**src/sv/assert_macros.svh**
```systemverilog
// Assertion macros shared by the RTL of the square duty wave generator.
// Simulation builds get concurrent assertions; synthesis builds get empty bodies.
`ifndef ASSERT_MACROS_SVH
`define ASSERT_MACROS_SVH
`ifndef SYNTHESIS
// Same-cycle implication, checked at every rising clock edge outside reset.
`define ASSERT_IMPLY(label, clk, rst, ante, cons, msg) \
   label: assert property (@(posedge clk) disable iff (rst) (ante) |-> (cons)) \
      else $error(msg);
// Next-cycle implication, checked at every rising clock edge outside reset.
`define ASSERT_NEXT(label, clk, rst, ante, cons, msg) \
   label: assert property (@(posedge clk) disable iff (rst) (ante) |=> (cons)) \
      else $error(msg);
`else
`define ASSERT_IMPLY(label, clk, rst, ante, cons, msg)
`define ASSERT_NEXT(label, clk, rst, ante, cons, msg)
`endif
`endif

```
**src/sv/sdwg_pkg.sv**
```systemverilog
// Shared types, constants and the duty pattern lookup for the square duty wave generator.
// No dependencies; imported by square_duty_wave_generator and the testbench.
package sdwg_pkg;

   // Field widths.
   localparam int FREQ_W   = 11;
   localparam int MODE_W   = 2;
   localparam int OP_W     = 2;
   localparam int TICKS_W  = 12;
   localparam int SAMPLE_W = 16;
   localparam int ADDR_W   = 2;
   localparam int TIMER_W  = 14;
   localparam int POS_W    = 3;
   localparam int ELAPSED_W = 16;
   localparam int SUM_W    = 17;

   // Longest run that one item may request.
   localparam logic [15:0] TICK_MAX = 16'd4095;

   // The timer period is (PERIOD_BASE - frequency) * 4 ticks.
   localparam logic [11:0] PERIOD_BASE = 12'd2048;

   // Q2.14 full-scale sample values.
   localparam logic signed [SAMPLE_W-1:0] SAMPLE_ONE       = 16'sd16384;
   localparam logic signed [SAMPLE_W-1:0] SAMPLE_MINUS_ONE = -16'sd16384;

   // Shared divider: quotient bits produced, one per cycle.
   localparam int DIV_STEPS = 16;
   localparam int DIV_CNT_W = $clog2(DIV_STEPS);

   // Item operation codes.
   localparam logic [OP_W-1:0] OP_RUN     = 2'd0;
   localparam logic [OP_W-1:0] OP_TRIGGER = 2'd1;
   localparam logic [OP_W-1:0] OP_SAMPLE  = 2'd2;

   // Configuration register indexes.
   localparam logic [ADDR_W-1:0] CSR_FREQUENCY    = 2'd0;
   localparam logic [ADDR_W-1:0] CSR_DUTY_MODE    = 2'd1;
   localparam logic [ADDR_W-1:0] CSR_BAND_LIMITED = 2'd2;

   // Duty patterns, bit n is the level at duty position n.
   localparam logic [7:0] DUTY_TABLE [4] = '{8'h80, 8'h81, 8'hE1, 8'h7E};

   // Sequencer states.
   typedef enum logic [2:0] {
      ST_IDLE,
      ST_BAND,
      ST_CHECK,
      ST_DIVIDE,
      ST_POST,
      ST_FINISH
   } state_type;

   // Level of the duty pattern selected by mode at the given position.
   function automatic logic duty_level(input logic [MODE_W-1:0] mode,
                                       input logic [POS_W-1:0] pos);
      return DUTY_TABLE[mode][pos];
   endfunction

endpackage

```
**src/sv/square_duty_wave_generator.sv**
```systemverilog
// Square duty wave generator: timer, duty sequencer, accumulators and a shared divider.
// Depends on sdwg_pkg and assert_macros.svh.
//
// Usage: items enter on the req_ channel (req_operation, req_run_ticks) with valid and
// ready; each item yields exactly one result on the rsp_ channel (rsp_level, rsp_sample).
// Registers frequency, duty_mode and band_limited are written on the csr_ channel
// (index on csr_addr, data on csr_wdata); csr_ready is high. The user must write them
// only while no item is in flight; the block itself does not enforce this.
// Path through the sequencer: trigger, plain sample, runs that do not wrap the timer,
// band-limited runs while aliased and band-limited samples with nothing to average
// go from IDLE straight to FINISH, where the result is loaded. Other band-limited
// runs pass through BAND; a band-limited sample whose average is full scale passes
// CHECK; a plain run that wraps the timer passes DIVIDE and POST; and a band-limited
// sample that divides passes CHECK, DIVIDE and POST. DIVIDE runs the 16-step restoring
// divider, one quotient bit a cycle, which is shared by the wrap count and the sample
// average. The block takes one item at a time; req_ready rises at the edge that loads
// the result. A result sits in the output register until taken; a new item may be
// accepted meanwhile, and its result waits for the register to free.
// Synchronous reset clears the configuration registers, the sequencer state, the timer,
// duty position, flags, accumulators and rsp_valid; no item or result is pending after reset.
`include "assert_macros.svh"

module square_duty_wave_generator (
   input  logic                                clock,
   input  logic                                reset,
   // Item input channel.
   input  logic                                req_valid,
   output logic                                req_ready,
   input  logic [sdwg_pkg::OP_W-1:0]           req_operation,
   input  logic [sdwg_pkg::TICKS_W-1:0]        req_run_ticks,
   // Result channel.
   output logic                                rsp_valid,
   input  logic                                rsp_ready,
   output logic                                rsp_level,
   output logic signed [sdwg_pkg::SAMPLE_W-1:0] rsp_sample,
   // Configuration write channel.
   input  logic                                csr_valid,
   output logic                                csr_ready,
   input  logic [sdwg_pkg::ADDR_W-1:0]         csr_addr,
   input  logic [sdwg_pkg::FREQ_W-1:0]         csr_wdata
);
   import sdwg_pkg::*;

   // Saturating add of +amount or -amount to the level sum.
   function automatic logic signed [SUM_W-1:0] sat_sum(input logic signed [SUM_W-1:0] acc,
                                                       input logic lvl,
                                                       input logic [TIMER_W-1:0] amt);
      logic signed [SUM_W:0] amt_s;
      logic signed [SUM_W:0] s;
      amt_s = $signed({4'b0, amt});
      s = $signed({acc[SUM_W-1], acc}) + (lvl ? amt_s : -amt_s);
      if (s > 18'sd65535) begin
         return 17'sh0FFFF;
      end
      if (s < -18'sd65536) begin
         return 17'sh10000;
      end
      return s[SUM_W-1:0];
   endfunction

   // Configuration registers.
   logic [FREQ_W-1:0] freq_ff, freq_in;
   logic [MODE_W-1:0] mode_ff, mode_in;
   logic              band_ff, band_in;

   // Generator state.
   logic [TIMER_W-1:0]          timer_ff, timer_in;
   logic [POS_W-1:0]            pos_ff, pos_in;
   logic                        trans_ff, trans_in;
   logic                        alias_ff, alias_in;
   logic [ELAPSED_W-1:0]        elapsed_ff, elapsed_in;
   logic signed [SUM_W-1:0]     sum_ff, sum_in;

   // Sequencer and working registers.
   state_type                   state_ff, state_in;
   logic [TICKS_W-1:0]          ticks_ff, ticks_in;
   logic [1:0]                  pass_ff, pass_in;
   logic                        div_band_ff, div_band_in;
   logic                        neg_ff, neg_in;
   logic [SUM_W-1:0]            rem_ff, rem_in;
   logic [DIV_STEPS-1:0]        num_ff, num_in;
   logic [SUM_W-1:0]            den_ff, den_in;
   logic [DIV_CNT_W-1:0]        cnt_ff, cnt_in;
   logic signed [SAMPLE_W-1:0]  result_ff, result_in;

   // Output register.
   logic                        rsp_valid_ff, rsp_valid_in;
   logic                        rsp_level_ff, rsp_level_in;
   logic signed [SAMPLE_W-1:0]  rsp_sample_ff, rsp_sample_in;

   // Shared combinational terms.
   logic                 req_fire;
   logic                 out_free;
   logic [TICKS_W-1:0]   ticks_c;
   logic [TIMER_W-1:0]   period;
   logic                 cur_lvl;
   logic                 plain_fits;
   logic                 band_fits;
   logic                 sample_divides;
   logic                 div_last;
   logic [ELAPSED_W:0]   elapsed_sum;
   logic signed [SUM_W:0] sum_wide;
   logic [SUM_W:0]       sum_abs;
   logic [32:0]          numer;
   logic [SUM_W:0]       trial;
   logic [SUM_W:0]       trial_diff;
   logic                 trial_ge;
   logic [DIV_STEPS-1:0] q_clamped;

   assign req_fire  = req_valid && req_ready;
   assign out_free  = !rsp_valid_ff || rsp_ready;
   assign req_ready = (state_ff == ST_IDLE);
   assign csr_ready = 1'b1;
   assign rsp_valid = rsp_valid_ff;
   assign rsp_level = rsp_level_ff;
   assign rsp_sample = rsp_sample_ff;

   // Requested tick count, limited to the longest allowed run.
   assign ticks_c = ({4'b0, req_run_ticks} > TICK_MAX) ? TICK_MAX[TICKS_W-1:0]
                                                       : req_run_ticks;
   assign period  = {PERIOD_BASE - {1'b0, freq_ff}, 2'b00};
   assign cur_lvl = duty_level(mode_ff, pos_ff);

   // Timer compares for the plain run at acceptance and for each band-limited pass.
   assign plain_fits = timer_ff > {2'b0, ticks_c};
   assign band_fits  = timer_ff > {2'b0, ticks_ff};
   assign sample_divides = band_ff && (elapsed_ff != '0) && !alias_ff;
   assign div_last = (cnt_ff == DIV_CNT_W'(DIV_STEPS - 1));

   // Accumulator helpers and the sample dividend: |sum| * 32768 + elapsed.
   assign elapsed_sum = {1'b0, elapsed_ff} + {5'b0, ticks_c};
   assign sum_wide = {sum_ff[SUM_W-1], sum_ff};
   assign sum_abs  = sum_ff[SUM_W-1] ? 18'(-sum_wide) : 18'(sum_wide);
   assign numer    = {1'b0, sum_abs[SUM_W-1:0], 15'b0} + {17'b0, elapsed_ff};

   // One restoring division step.
   assign trial      = {rem_ff, num_ff[DIV_STEPS-1]};
   assign trial_ge   = trial >= {1'b0, den_ff};
   assign trial_diff = trial - {1'b0, den_ff};
   assign q_clamped  = (num_ff > 16'd16384) ? 16'd16384 : num_ff;

   // Next state of the sequencer.
   always_comb begin
      state_in = state_ff;
      case (state_ff)
         ST_IDLE: begin
            if (req_fire) begin
               case (req_operation)
                  OP_RUN: begin
                     if (band_ff) begin
                        state_in = alias_ff ? ST_FINISH : ST_BAND;
                     end else begin
                        state_in = plain_fits ? ST_FINISH : ST_DIVIDE;
                     end
                  end
                  OP_SAMPLE: state_in = sample_divides ? ST_CHECK : ST_FINISH;
                  default:   state_in = ST_FINISH;
               endcase
            end
         end
         ST_BAND: begin
            if (band_fits || trans_ff || (pass_ff == 2'd2)) begin
               state_in = ST_FINISH;
            end
         end
         ST_CHECK:  state_in = (rem_ff >= den_ff) ? ST_FINISH : ST_DIVIDE;
         ST_DIVIDE: state_in = div_last ? ST_POST : ST_DIVIDE;
         ST_POST:   state_in = ST_FINISH;
         ST_FINISH: state_in = out_free ? ST_IDLE : ST_FINISH;
         default:   state_in = ST_IDLE;
      endcase
   end

   // Datapath updates driven by the sequencer state.
   always_comb begin
      timer_in    = timer_ff;
      pos_in      = pos_ff;
      trans_in    = trans_ff;
      alias_in    = alias_ff;
      elapsed_in  = elapsed_ff;
      sum_in      = sum_ff;
      ticks_in    = ticks_ff;
      pass_in     = pass_ff;
      div_band_in = div_band_ff;
      neg_in      = neg_ff;
      rem_in      = rem_ff;
      num_in      = num_ff;
      den_in      = den_ff;
      cnt_in      = cnt_ff;
      result_in   = result_ff;
      case (state_ff)
         ST_IDLE: begin
            if (req_fire) begin
               result_in = '0;
               cnt_in    = '0;
               case (req_operation)
                  OP_RUN: begin
                     if (band_ff) begin
                        // Band-limited run: count the ticks once, then walk the timer.
                        if (!alias_ff) begin
                           elapsed_in = elapsed_sum[ELAPSED_W] ? '1
                                                               : elapsed_sum[ELAPSED_W-1:0];
                           ticks_in = ticks_c;
                           pass_in  = '0;
                        end
                     end else if (plain_fits) begin
                        timer_in = timer_ff - {2'b0, ticks_c};
                     end else begin
                        // Timer wraps: divide the deficit by the period.
                        div_band_in = 1'b0;
                        rem_in = '0;
                        num_in = {4'b0, ticks_c - timer_ff[TICKS_W-1:0]};
                        den_in = {3'b0, period};
                     end
                  end
                  OP_TRIGGER: begin
                     pos_in   = '0;
                     timer_in = period;
                  end
                  OP_SAMPLE: begin
                     if (!band_ff) begin
                        result_in = cur_lvl ? SAMPLE_ONE : SAMPLE_MINUS_ONE;
                     end else begin
                        // Latch the dividend and divisor, then clear the accumulators.
                        div_band_in = 1'b1;
                        neg_in = sum_ff[SUM_W-1];
                        rem_in = numer[32:16];
                        num_in = numer[15:0];
                        den_in = {elapsed_ff, 1'b0};
                        trans_in   = 1'b0;
                        alias_in   = 1'b0;
                        elapsed_in = '0;
                        sum_in     = '0;
                     end
                  end
                  default: ;
               endcase
            end
         end
         ST_BAND: begin
            // One pass of the band-limited run per cycle.
            if (band_fits) begin
               timer_in = timer_ff - {2'b0, ticks_ff};
               sum_in   = sat_sum(sum_ff, cur_lvl, {2'b0, ticks_ff});
            end else if (trans_ff) begin
               alias_in = 1'b1;
            end else begin
               trans_in = 1'b1;
               sum_in   = sat_sum(sum_ff, cur_lvl, timer_ff);
               pos_in   = pos_ff + 3'd1;
               ticks_in = ticks_ff - timer_ff[TICKS_W-1:0];
               timer_in = period;
               pass_in  = pass_ff + 2'd1;
            end
         end
         ST_CHECK: begin
            // Quotient would not fit the divider: the average is full scale.
            if (rem_ff >= den_ff) begin
               result_in = neg_ff ? SAMPLE_MINUS_ONE : SAMPLE_ONE;
            end
         end
         ST_DIVIDE: begin
            rem_in = trial_ge ? trial_diff[SUM_W-1:0] : trial[SUM_W-1:0];
            num_in = {num_ff[DIV_STEPS-2:0], trial_ge};
            cnt_in = cnt_ff + DIV_CNT_W'(1);
         end
         ST_POST: begin
            if (div_band_ff) begin
               result_in = neg_ff ? -$signed(q_clamped) : $signed(q_clamped);
            end else begin
               timer_in = period - rem_ff[TIMER_W-1:0];
               pos_in   = pos_ff + num_ff[POS_W-1:0] + 3'd1;
            end
         end
         default: ;
      endcase
   end

   // Output register: load a finished item, drop it once taken.
   always_comb begin
      rsp_valid_in  = rsp_valid_ff;
      rsp_level_in  = rsp_level_ff;
      rsp_sample_in = rsp_sample_ff;
      if (rsp_valid_ff && rsp_ready) begin
         rsp_valid_in = 1'b0;
      end
      if ((state_ff == ST_FINISH) && out_free) begin
         rsp_valid_in  = 1'b1;
         rsp_level_in  = cur_lvl;
         rsp_sample_in = result_ff;
      end
   end

   // Configuration writes.
   always_comb begin
      freq_in = freq_ff;
      mode_in = mode_ff;
      band_in = band_ff;
      if (csr_valid && csr_ready) begin
         case (csr_addr)
            CSR_FREQUENCY:    freq_in = csr_wdata;
            CSR_DUTY_MODE:    mode_in = csr_wdata[MODE_W-1:0];
            CSR_BAND_LIMITED: band_in = csr_wdata[0];
            default: ;
         endcase
      end
   end

   // Control and architectural state, cleared by reset.
   always_ff @(posedge clock) begin
      if (reset) begin
         freq_ff      <= '0;
         mode_ff      <= '0;
         band_ff      <= 1'b0;
         timer_ff     <= '0;
         pos_ff       <= '0;
         trans_ff     <= 1'b0;
         alias_ff     <= 1'b0;
         elapsed_ff   <= '0;
         sum_ff       <= '0;
         state_ff     <= ST_IDLE;
         rsp_valid_ff <= 1'b0;
      end else begin
         freq_ff      <= freq_in;
         mode_ff      <= mode_in;
         band_ff      <= band_in;
         timer_ff     <= timer_in;
         pos_ff       <= pos_in;
         trans_ff     <= trans_in;
         alias_ff     <= alias_in;
         elapsed_ff   <= elapsed_in;
         sum_ff       <= sum_in;
         state_ff     <= state_in;
         rsp_valid_ff <= rsp_valid_in;
      end
   end

   // Working and payload registers.
   always_ff @(posedge clock) begin
      ticks_ff      <= ticks_in;
      pass_ff       <= pass_in;
      div_band_ff   <= div_band_in;
      neg_ff        <= neg_in;
      rem_ff        <= rem_in;
      num_ff        <= num_in;
      den_ff        <= den_in;
      cnt_ff        <= cnt_in;
      result_ff     <= result_in;
      rsp_level_ff  <= rsp_level_in;
      rsp_sample_ff <= rsp_sample_in;
   end

   // A second transition within one sample can only follow a first one.
   `ASSERT_IMPLY(a_alias_needs_trans, clock, reset, alias_ff, trans_ff, "aliased without transition")
   // The partial remainder stays below the divisor while dividing.
   `ASSERT_IMPLY(a_div_rem_bound, clock, reset, state_ff == ST_DIVIDE, rem_ff < den_ff, "remainder out of range")
   // A band-limited sample item leaves the accumulators and flags cleared.
   `ASSERT_NEXT(a_sample_clears, clock, reset, req_fire && (req_operation == OP_SAMPLE) && band_ff, (elapsed_ff == '0) && (sum_ff == '0) && !alias_ff && !trans_ff, "sample did not clear accumulators")
   // Samples never leave the Q2.14 range of -1 to +1.
   `ASSERT_IMPLY(a_sample_range, clock, reset, rsp_valid_ff, (rsp_sample_ff <= SAMPLE_ONE) && (rsp_sample_ff >= SAMPLE_MINUS_ONE), "sample out of range")

endmodule

```
**config.mk**
```make
export PLATFORM = sky130hd
export DESIGN_NAME = square_duty_wave_generator
export DESIGN_NICKNAME = d
export VERILOG_FILES = /design/src/sv/sdwg_pkg.sv /design/src/sv/square_duty_wave_generator.sv
export VERILOG_INCLUDE_DIRS = /design/src /design/src/sv
export SDC_FILE = /design/constraint.sdc
export NUM_CORES = 1
export LEC_CHECK = 0
export ABC_AREA = 1
export BUFFER_PORTS_ARGS = -buffer_cell sky130_fd_sc_hd__buf_4
export CAP_MARGIN = 0
export CORE_MARGIN = 2
export CORE_UTILIZATION = 40
export CTS_CLUSTER_DIAMETER = 120
export DETAILED_ROUTE_END_ITERATION = 8
export GPL_TIMING_DRIVEN = 0
export HOLD_SLACK_MARGIN = 0.1
export SETUP_SLACK_MARGIN = 0.1
export SKIP_CTS_REPAIR_TIMING = 1
export SLEW_MARGIN = 5
export SYNTH_ARGS = -nofsm -noshare
export SYNTH_HDL_FRONTEND = slang
export SYNTH_SLANG_ARGS = --single-unit
```
**constraint.sdc**
```tcl
create_clock -name clock -period 5.7 [get_ports clock]
set_clock_uncertainty 0.05 [all_clocks]
set_input_delay 0.855 -clock clock [delete_from_list [all_inputs] [get_ports clock]]
set_output_delay 0.855 -clock clock [all_outputs]
set_load 0.01 [all_outputs]
```
==> results_dict.tcl <==
set metrics [dict create \
    stdcell_count 3139 \
    yosys.area_share.simple 0.2960 \
    synth_top_family_by_area "simple AND/OR/NAND/NOR gates" \
    routabilityCongestion 0.9898 \
    via_count 17140 \
    gr-total-overflow 0 \
    hold_violations 0 \
    fillCellCount 4396 \
    arrival_ps 5190 \
    grt_max_degree 19 \
    whs_ps 370.4 \
    max-slew-margin-rel 0.3428 \
    rsz0062_at_grt "false" \
    cts_root_buffer "clkbuf_16" \
    drv_cap 0 \
    antenna_found_initial 1 \
    synth.avg_cell_area_um2 6.728 \
    async_reset_ff_frac 0 \
    whs_path_depth 0 \
    rrSetupSlack_ps 800 \
    grt_use_total 0.2669 \
    vdd_drop_max_uv 248.1 \
    die_x_um 209.7 \
    crit_family "simple AND/OR/NAND/NOR gates" \
    most-common-layout-cells "nand2_1 (635), inv_1 (333), nor2_1 (238)" \
    routedWlPerCell_um 18.67 \
    cts_buffers 17 \
    drtPass1Iterations 6 \
    end_kind "flip-flop" \
    muxShareOfSynthArea 0 \
    syn_inst 2516 \
    initial_utilization 0.4045 \
    cp_num_cells 21 \
    fin_crit_sh 0.8602 \
    syn2layout_area_growth_pct 10.18 \
    maxSlewViolCount 0 \
    insertedDiodeCount 0 \
    p_per_area_nw_per_um2 560.1 \
    synth.area.top_cells "edfxtp_1 (18%), nand2_1 (14%), ha_1 (11%), dfxtp_1 (8.3%), inv_1 (7.4%)" \
    finalNetCount 2777 \
    stdcell_area_um2 18650 \
    ant_nets 0 \
    ys_seq_elements 172 \
    routed_wl_um 58620 \
    drt_iter0_markers 1466 \
    finalCriticalPeriod_ps 4903 \
    cts.sinks 172 \
    reg2regPathDepth 21 \
    final_common_cell "nand2_1" \
    synth_ff_type "edfxtp_1" \
    seq_area_frac_synth 0.2637 \
    fin_total_pwr_w 0.01045 \
    crit_chain "ha_1, nand3b_1, nand3_1, nand2_1, inv_1, clkbuf_1, o21ai_0, fa_1, nand3_1, nand2_1, nand2_1, nand2_1, nand2_1, nand3b_1, nand2_1, nand3_2, buf_2, nand2_1, nand2_1, nand3_2, a21oi_2" \
    status "completed" \
    core_um2 41850 \
    critPathBufInv 3 \
    max_clock_freq_mhz 204.0 \
    synth.yosys.warnings 0 \
    cp_slowest_stage_delay_ps 610 \
    start_kind "flip-flop" \
    synth_fa_ha_area_frac 0.1208 \
    synth_xor_xnor_area_share 0.05374 \
    die_area_um2 43980 \
    min-delay-start "result_ff[7]" \
    grt_pass1_wl_um 90120 \
    worstMarginPinSlew_ps 978.7 \
    drc 0 \
    insertion_delay_ps 500 \
    cts_tree "yes" \
    required_ps 5990 \
    htree_levels 4 \
    ios 52 \
    placed_cell_area_um2 18050 \
    post-place-cells 3107 \
    r2r-start "mode_ff[0]" \
    synth_compound_area_frac 0.1690 \
    leakage_nw 8.870 \
    cts_buffer_depth 2 \
    synth_top_area_frac 0.1809 \
    synth.net_count 2706 \
    fp.dieH_um 209.7 \
    grt_pass1_vias 15820 \
    synth.distinct_cells 58 \
    io_buffers 49 \
    cp_slowest_cell "clkbuf_1" \
    drive_gt1_frac 0.07231 \
    hold_path_end "rsp_sample[7]" \
    hpwl_um 48180 \
    cp_max_fo 10 \
    critical_path_class "flip-flop to flip-flop" \
    clk_pin_slew_ps 70 \
    crit_top_cell "nand2_1" \
    setup_viol_count_final 0 \
    worstReg2RegEnd "sum_ff[14]" \
    viasPerCell 5.461 \
    synth-edff-count 102 \
    synth_top_cell_by_area "edfxtp_1" \
    synthesis.area_um2 16930 \
    min_path_type "flip-flop to flip-flop" \
    placementRows 75 \
]
## registers in the layout, summed over array words and instances (netlist names), 2 cells and up
name        count
elapsed_ff     16
num_ff         16
cnt_ff          4
ticks_ff       12
rsp_sample     16
rem_ff         17
pos_ff          3
result_ff      16
state_ff        3
pass_ff         2
freq_ff        11
mode_ff         2
den_ff         16
timer_ff       14
sum_ff         17
## worst register-to-register path: stages, from the launching register on
cell,delay [ps]
dfxtp_1,340
ha_1,290
nand3b_1,150
nand3_1,490
nand2_1,180
inv_1,180
clkbuf_1,610
o21ai_0,410
fa_1,530
nand3_1,100
nand2_1,110
nand2_1,80
nand2_1,140
nand2_1,120
nand3b_1,80
nand2_1,200
nand3_2,200
buf_2,230
nand2_1,70
nand2_1,70
nand3_2,80
a21oi_2,50
## kinds of logic (layout without fill, tap and decap cells)
family / count (synthesis) / in the layout
AND/OR/NAND/NOR: 1161 / 1161
XOR/XNOR: 103 / 103
other: 1 / 1
buffers and inverters: 408 / 492
AO/OA/AOI/OAI: 513 / 513
flip-flops: 172 / 172
adder cells (fa/ha/maj): 158 / 158
## final cells by class
type,count,area [um^2],area share
multi-input cells,1936,10850,0.5818
flip-flops and latches,172,4464,0.2394
inverters,341,1280,0.06863
well taps,539,674.4,0.03616
clock buffers,18,429.2,0.02301
repair buffers,52,425.4,0.02281
plain buffers,67,354.1,0.01899
clock inverters,14,172.7,0.009258
## metal layers
layer / part of all wire / global-route usage
met4: 0.028 / 0.09098
met2: 0.44 / 0.4163
met5: 0.00020 / 0
met1: 0.46 / 0.3744
met3: 0.064 / 0.04369
## metrics by stage
step,TNS (ps),util,worst slack [ps]
2_1_floorplan,0,-,764.2
3_3_place_gp,-44530,0.4294,-1353
3_5_place_dp,0,0.4312,916.9
4_1_cts,0,0.4456,885.2
5_1_grt,0,0.4456,530.9
6_report,0,0.4456,797.1
## synth_stat cells (8+ instances only)
library cell,count
nor3_1,30
nand4_1,42
nor2_1,240
a21o_1,11
o21ai_0,178
a31oi_1,18
o211ai_1,13
nand3_1,131
clkbuf_1,33
buf_4,11
dfxtp_1,70
a21oi_1,212
nand3b_1,13
nor4_1,11
o21a_1,8
buf_2,14
o21ai_1,14
ha_1,149
inv_1,333
nand2_1,635
fa_1,9
edfxtp_1,102
xor2_1,78
nor2_2,9
nand3_2,16
o21bai_1,18
xnor2_1,24
a21oi_2,9
## worst max-delay path by stage
stage / start / endpoint / slack [ps]
floorplan: req_run_ticks[9] / num_ff[0] / 760
global placement: req_run_ticks[9] / rem_ff[14] / -1350
detailed placement: mode_ff[0] / sum_ff[11] / 920
CTS: mode_ff[0] / sum_ff[11] / 890
global route: mode_ff[0] / sum_ff[6] / 530
finish: mode_ff[0] / sum_ff[14] / 800
## report_power, final
part	switching, W	total (W)	internal, W	leakage, nW
sequential	0.000392	0.00216	0.00176	1.54
clock	0.000590	0.00121	0.000625	0.290
combinational	0.00473	0.00708	0.00235	7.04
total	0.00571	0.0104	0.00474	8.87
(Power assumes the default switching activity.)
